[config.mk]
export PLATFORM = sky130hd
export DESIGN_NAME = vfo_ctrl
export DESIGN_NICKNAME = d
export VERILOG_FILES = /design/src/design/vfo_pkg.sv /design/src/design/vfo_ctrl.sv
export SDC_FILE = /design/constraint.sdc
export NUM_CORES = 1
export LEC_CHECK = 0
export ABC_AREA = 1
export BUFFER_PORTS_ARGS = -buffer_cell sky130_fd_sc_hd__buf_2
export CAP_MARGIN = 10
export CORE_AREA = 2 2 39 41
export DETAILED_ROUTE_END_ITERATION = 16
export DIE_AREA = 0 0 41 43
export PLACE_DENSITY = 0.54
export SETUP_SLACK_MARGIN = 0.5
export SLEW_MARGIN = 20
export SYNTH_ARGS = -nofsm -noshare
export SYNTH_HDL_FRONTEND = slang
export SYNTH_SLANG_ARGS = --single-unit
[constraint.sdc]
create_clock -name aclk -period 2.2 [get_ports aclk]
set_input_delay 0.33 -clock aclk [delete_from_list [all_inputs] [get_ports aclk]]
set_output_delay 0.33 -clock aclk [all_outputs]
set_load 0.02 [all_outputs]
[src/design/vfo_pkg.sv]
`timescale 1ns / 1ps
// Shared types and constants of the voxel face occlusion unit.
// Used by vfo_ctrl, vfo_datapath and voxel_face_occlusion_unit.
package vfo_pkg;

    localparam int IN_TDATA_W  = 56;
    localparam int OUT_TDATA_W = 16;

    localparam logic [7:0] TYPE_EMPTY = 8'h00;
    localparam logic [7:0] TYPE_WATER = 8'h77;
    localparam logic [7:0] TYPE_LEAF  = 8'h6C;

    localparam logic FUNC_WRITE = 1'b0;
    localparam logic FUNC_QUERY = 1'b1;

    localparam logic [1:0] REG_LEFT_PRESENT  = 2'd0;
    localparam logic [1:0] REG_RIGHT_PRESENT = 2'd1;
    localparam logic [1:0] REG_FRONT_PRESENT = 2'd2;
    localparam logic [1:0] REG_BACK_PRESENT  = 2'd3;

    typedef enum logic [2:0] {
        STEP_SELF  = 3'd0,
        STEP_UP    = 3'd1,
        STEP_DOWN  = 3'd2,
        STEP_LEFT  = 3'd3,
        STEP_RIGHT = 3'd4,
        STEP_FRONT = 3'd5,
        STEP_BACK  = 3'd6
    } step_t;

    typedef struct packed {
        logic  clear_en;
        logic  write_en;
        logic  load_item;
        logic  rd_en;
        step_t rd_sel;
        logic  finish;
    } cmd_t;

    typedef struct packed {
        logic clear_last;
        logic out_busy;
    } status_t;

    function automatic logic is_clear(input logic [7:0] t);
        return (t == TYPE_WATER) || (t == TYPE_LEAF);
    endfunction

    function automatic logic covers(input logic self_clear, input logic [7:0] nb);
        if (nb == TYPE_EMPTY) begin
            return 1'b0;
        end
        return self_clear || !is_clear(nb);
    endfunction

endpackage

[src/design/vfo_ctrl.sv]
`timescale 1ns / 1ps
// Controller of the voxel face occlusion unit: clear pass, item intake, read sequence.
// Depends on vfo_pkg; drives the command struct of vfo_datapath.
module vfo_ctrl (
    input  logic             aclk,
    input  logic             aresetn,
    input  logic             s_tvalid,
    input  logic             s_func,
    output logic             s_tready,
    output vfo_pkg::cmd_t    cmd,
    input  vfo_pkg::status_t st
);

    typedef enum logic [3:0] {
        ST_CLEAR = 4'b0001,
        ST_IDLE  = 4'b0010,
        ST_QUERY = 4'b0100,
        ST_FIN   = 4'b1000
    } state_t;

    state_t         state_reg, state_next;
    vfo_pkg::step_t step_reg, step_next;

    always_ff @(posedge aclk) begin
        if (!aresetn) begin
            state_reg <= ST_CLEAR;
            step_reg  <= vfo_pkg::STEP_SELF;
        end else begin
            state_reg <= state_next;
            step_reg  <= step_next;
        end
    end

    always_comb begin
        state_next   = state_reg;
        step_next    = step_reg;
        s_tready     = 1'b0;
        cmd          = '0;
        cmd.rd_sel   = step_reg;
        case (state_reg)
            ST_CLEAR: begin
                cmd.clear_en = 1'b1;
                if (st.clear_last) begin
                    state_next = ST_IDLE;
                end
            end
            ST_IDLE: begin
                s_tready = 1'b1;
                if (s_tvalid) begin
                    if (s_func == vfo_pkg::FUNC_WRITE) begin
                        cmd.write_en = 1'b1;
                    end else begin
                        cmd.load_item = 1'b1;
                        step_next     = vfo_pkg::STEP_SELF;
                        state_next    = ST_QUERY;
                    end
                end
            end
            ST_QUERY: begin
                cmd.rd_en = 1'b1;
                if (step_reg == vfo_pkg::STEP_BACK) begin
                    state_next = ST_FIN;
                end else begin
                    step_next = vfo_pkg::step_t'(step_reg + 3'd1);
                end
            end
            ST_FIN: begin
                if (!st.out_busy) begin
                    cmd.finish = 1'b1;
                    state_next = ST_IDLE;
                end
            end
            default: begin
                state_next = ST_CLEAR;
            end
        endcase
    end

endmodule

# After elaboration in Yosys (flattened, before gate mapping)
# Index checks and enable logic that the tools add are counted.
[word_totals]
reg_bits = 7
in_bits = 6
output_inout_bits = 9
[op_classes]
addsub = 1
n_eq_ne = 11
mux = 19
reduce_logical = 3
[op_table]
columns = ["operator", "count"]
rows = [
  ["$mux W4", 5],
  ["$pmux W4 S4", 1],
  ["$ne A2 B2 Y1 const B", 6],
  ["$mux W3", 3],
  ["$mux W1", 7],
  ["$pmux W3 S2", 1],
  ["$reduce_and A5 Y1", 1],
  ["$eq A4 B1 Y1 const B", 1],
  ["$eq A4 B2 Y1 const B", 1],
  ["$eq A4 B3 Y1 const B", 1],
  ["$eq A4 B4 Y1 const B", 1],
  ["$mux W2", 2],
  ["$reduce_and A4 Y1", 1],
  ["$add A3 B1 Y3 const B", 1],
  ["$eq A3 B3 Y1 const B", 1],
  ["$reduce_bool A2 Y1", 1],
]

# Depth between registers and ports, before layout
[depth]
word_depth = 3
depth_mapped = 9

# Least setup slack after synthesis
# No wires, ideal clock.
[synth_timing]
kind = "flip-flop to output port"
start = "register state_reg[1]"
end = "output cmd[6] (netlist bit)"
arrival_ns = 1.135
t_required_ns = 1.870
setup_slack_ns = 0.735
path_stages_with_launch = 7
n_path_buf = 0
cell_sequence = "dfxtp_1 inv_2 nor2_4 nand2_1 inv_1 nand2_1 nor2_1"
[synth_lines]
columns = ["item", "line", "rtl"]
rows = [
  ["from (decl)", "vfo_ctrl.sv:21", "state_t state_reg, state_next;"],
  ["from (signal assigned)", "vfo_ctrl.sv:29", "state_reg <= state_next;"],
  ["to (decl)", "vfo_ctrl.sv:10", "output vfo_pkg::cmd_t cmd,"],
]

==> impl_results.md <==
- H-tree depth: 1
- Power per cell area: 987 nW/um^2
- Share of power burned in registers: 34.4%
- Max-Cap Viols: 0
- Clock Path Buffers: 2
- Final estimated routing congestion in global placement: 0.815
- Commonest non-fill, non-tap cell in the layout: nand2_1
- Adder-cell share of the synthesized area: 5.42%
- Die width: 41 um
- # Post-CTS Setup Buffers: 0
- Total Wirelength: 1.03 mm
- Initial Utilization: 33.4%
- GR peak layer: met2
- Num rows: 14
- Antenna violations before repair: 0
- DR vias: 480
- Kind of path behind the tightest hold check: in2reg
- Post-synthesis area per instance: 6.50 sq um
- Setup slack after layout: 0.625 ns
- Vias in the first global route: 407
- Worst-path cell chain: nor2_2 > nand2_1 > inv_1 > buf_2
- Crit path DAT: 1.25 ns
- Post-synthesis compound-gate area fraction: 4.34%
- Final Max Slew Viols: 0
- Power Internal: 315 uW
- CTS tree: done
- Dpl ws: 0.856 ns
- Post-synthesis mux area share: 0%
- Register area share after synthesis: 30.4%
- Met2 usage: 23.8%
- Max reg flops: 4
- Mapped Cells: 71
- Yosys reg bits: 7
- Pleak: 0.342 nW
- CTS Hold Buffers Added: 0
- Crit path capture type: output port
- CP max-delay cell: dfxtp_1
- Clk sinks: 7
- Max-slew headroom: 83.6%
- GR Util met1: 16.2%
- Share of layout cells above drive strength 1: 38.2%
- Leading area contributor after synthesis: dfxtp_1
- Post-route DRC: 0
- Area Growth Syn to Fin: 25.7%
- Power share of the combinational group: 43.4%
- Final non-filler cell total: 105
- Final Hold Slack: 0.332 ns
- DR iter-0 viols: 7
- RR Startpoint: step_reg[0]$_SDFFE_PN0P_
- Die area: 1760 sq um
- Ys Warns: 0
- Largest family of logic cells by synthesized area: simple AND/OR/NAND/NOR gates
- Switching Power: 258 uW
- CP Class: reg2out
- Die H: 43 um
- Highest-count cells in the layout ignoring fill and taps: nand2_1, buf_2, nor2_1
- Mapped cell area: 462 sq um
- Worst Path Required: 1.87 ns
- Netlist cell types: 15
- Critical-path maximum fanout: 5
- Synth top area share: 30.4%
- Clk pwr share: 22.1%
- Total inserted antenna cells: 0
- Total CTS buffers: 3
- Setup TNS: 0 ns
- DRT Pass-1 Iters: 2
- Startpoint types: register
- Sw Ratio: 45.0%
- DP HPWL: 790 um
- FMAX: 0.635 GHz
- Root Buffer Master: clkbuf_4
- CP max stage delay: 0.36 ns
- Largest net degree at the start of global routing: 8
- Wire length of the first global-routing pass: 1.69 mm
- Syn Nets: 79
- Inst Count DP: 101
- RSZ-0062 raised after global routing: no
- Final Hold Fails: 0
- Post-layout min period: 1.58 ns
- Least-Margin Pin Slew: 0.245 ns
- Largest cells by area after synthesis: dfxtp_1, nand2_1, nor2_1
- Worst hold start: aresetn
- Post-synthesis xor/xnor area fraction: 0%
- Clk slew on worst S/H paths: 0.06 ns
- Buffers on Ports: 14
- Period utilization: 71.6%
- CP startpoint: state_reg[0]$_SDFFE_PN1P_
- Simple-Gate Fraction of Synth Area: 50.1%
- # nets final: 98
- Core ar.: 1380 sq um
- Status: completed
- Met3 usage: 4.71%
- Finish-stage setup viols: 0
- Finished Core Util: 42.0%
- Worst Skew: 0.00525 ns
- Global route overflow: 0
- Routed wire per std cell: 9.81 um
- Worst-skew pair later-pin latency: 0.26 ns
- Num ports: 15
- Worst IR Drop VDD: 0.421 mV
- Via density per instance: 4.57
- Total GRT Usage: 15.4%
- DRT antenna net count: 0
==> synthesized netlist by cell type (all sizes together) <==
cell type,n
nor2,20
nand2,17
inv,12
dfxtp,7
nand3,7
a21oi,2
ha,2
o21ai,2
nand4,1
nor3,1
==> routing by layer <==
metal  wire (um)  up-vias
li1            -      257
met1         456      213
met2         519        8
met3          37        2
met4          17        0
met5           0        -
==> power by group through the flow <==
stage | registers (mW) | clock network, mW | logic (mW)
final | 0.197 | 0.127 | 0.249
after global routing | 0.202 | 0.136 | 0.290
after CTS | 0.194 | 0.127 | 0.250
after detailed placement | 0.196 | 0 | 0.249
after global placement | 0.196 | 0 | 0.249
after floorplan | 0.194 | 0 | 0.190
==> critical path: cells and delay by family, from the launching register on <==
family | cells | cell delay (ns)
and+or+nand+nor | 2 | 0.41
DFF | 1 | 0.36
buffers and inverters | 2 | 0.23
==> final cells by class <==
cell class	count	area (sq um)
inverter	12	45.0
clock buffer	4	26.3
sequential	7	143
fill	167	803
timing repair buffer	14	70.1
multi-input combinational	52	277
tap	16	20.0
==> final timing paths <==
kind	to	slack (ns)	cells past startpoint
worst min register to register	state_reg[1]$_SDFFE_PN0P_	0.53	2
worst min-delay path	state_reg[0]$_SDFFE_PN1P_	0.33	2
worst max register to register	step_reg[1]$_SDFFE_PN0P_	0.90	8
worst max-delay path	cmd[4]	0.62	4
==> through the flow <==
stage | power [mW] | instance area (sq um)
after floorplan | 0.384 | 462
after global routing | 0.628 | 581
after global placement | 0.445 | 552
after detailed placement | 0.446 | 552
after CTS | 0.570 | 578
final | 0.573 | 581
==> kinds of logic (layout without fill, tap and decap cells) <==
logic type,after synthesis,after routing
AND/OR/NAND/NOR,46,46
buffers and inverters,12,30
flip-flops,7,7
AO/OA/AOI/OAI,4,4
adder cells (fa/ha/maj),2,2
==> timing repair <==
item / in CTS / in global routing
endpoints found under the hold margin: 0 / 0
resized for setup: 0 / 2
endpoints found under the setup margin: 0 / 1
No activity file was read; power rests on OpenSTA's default activity.
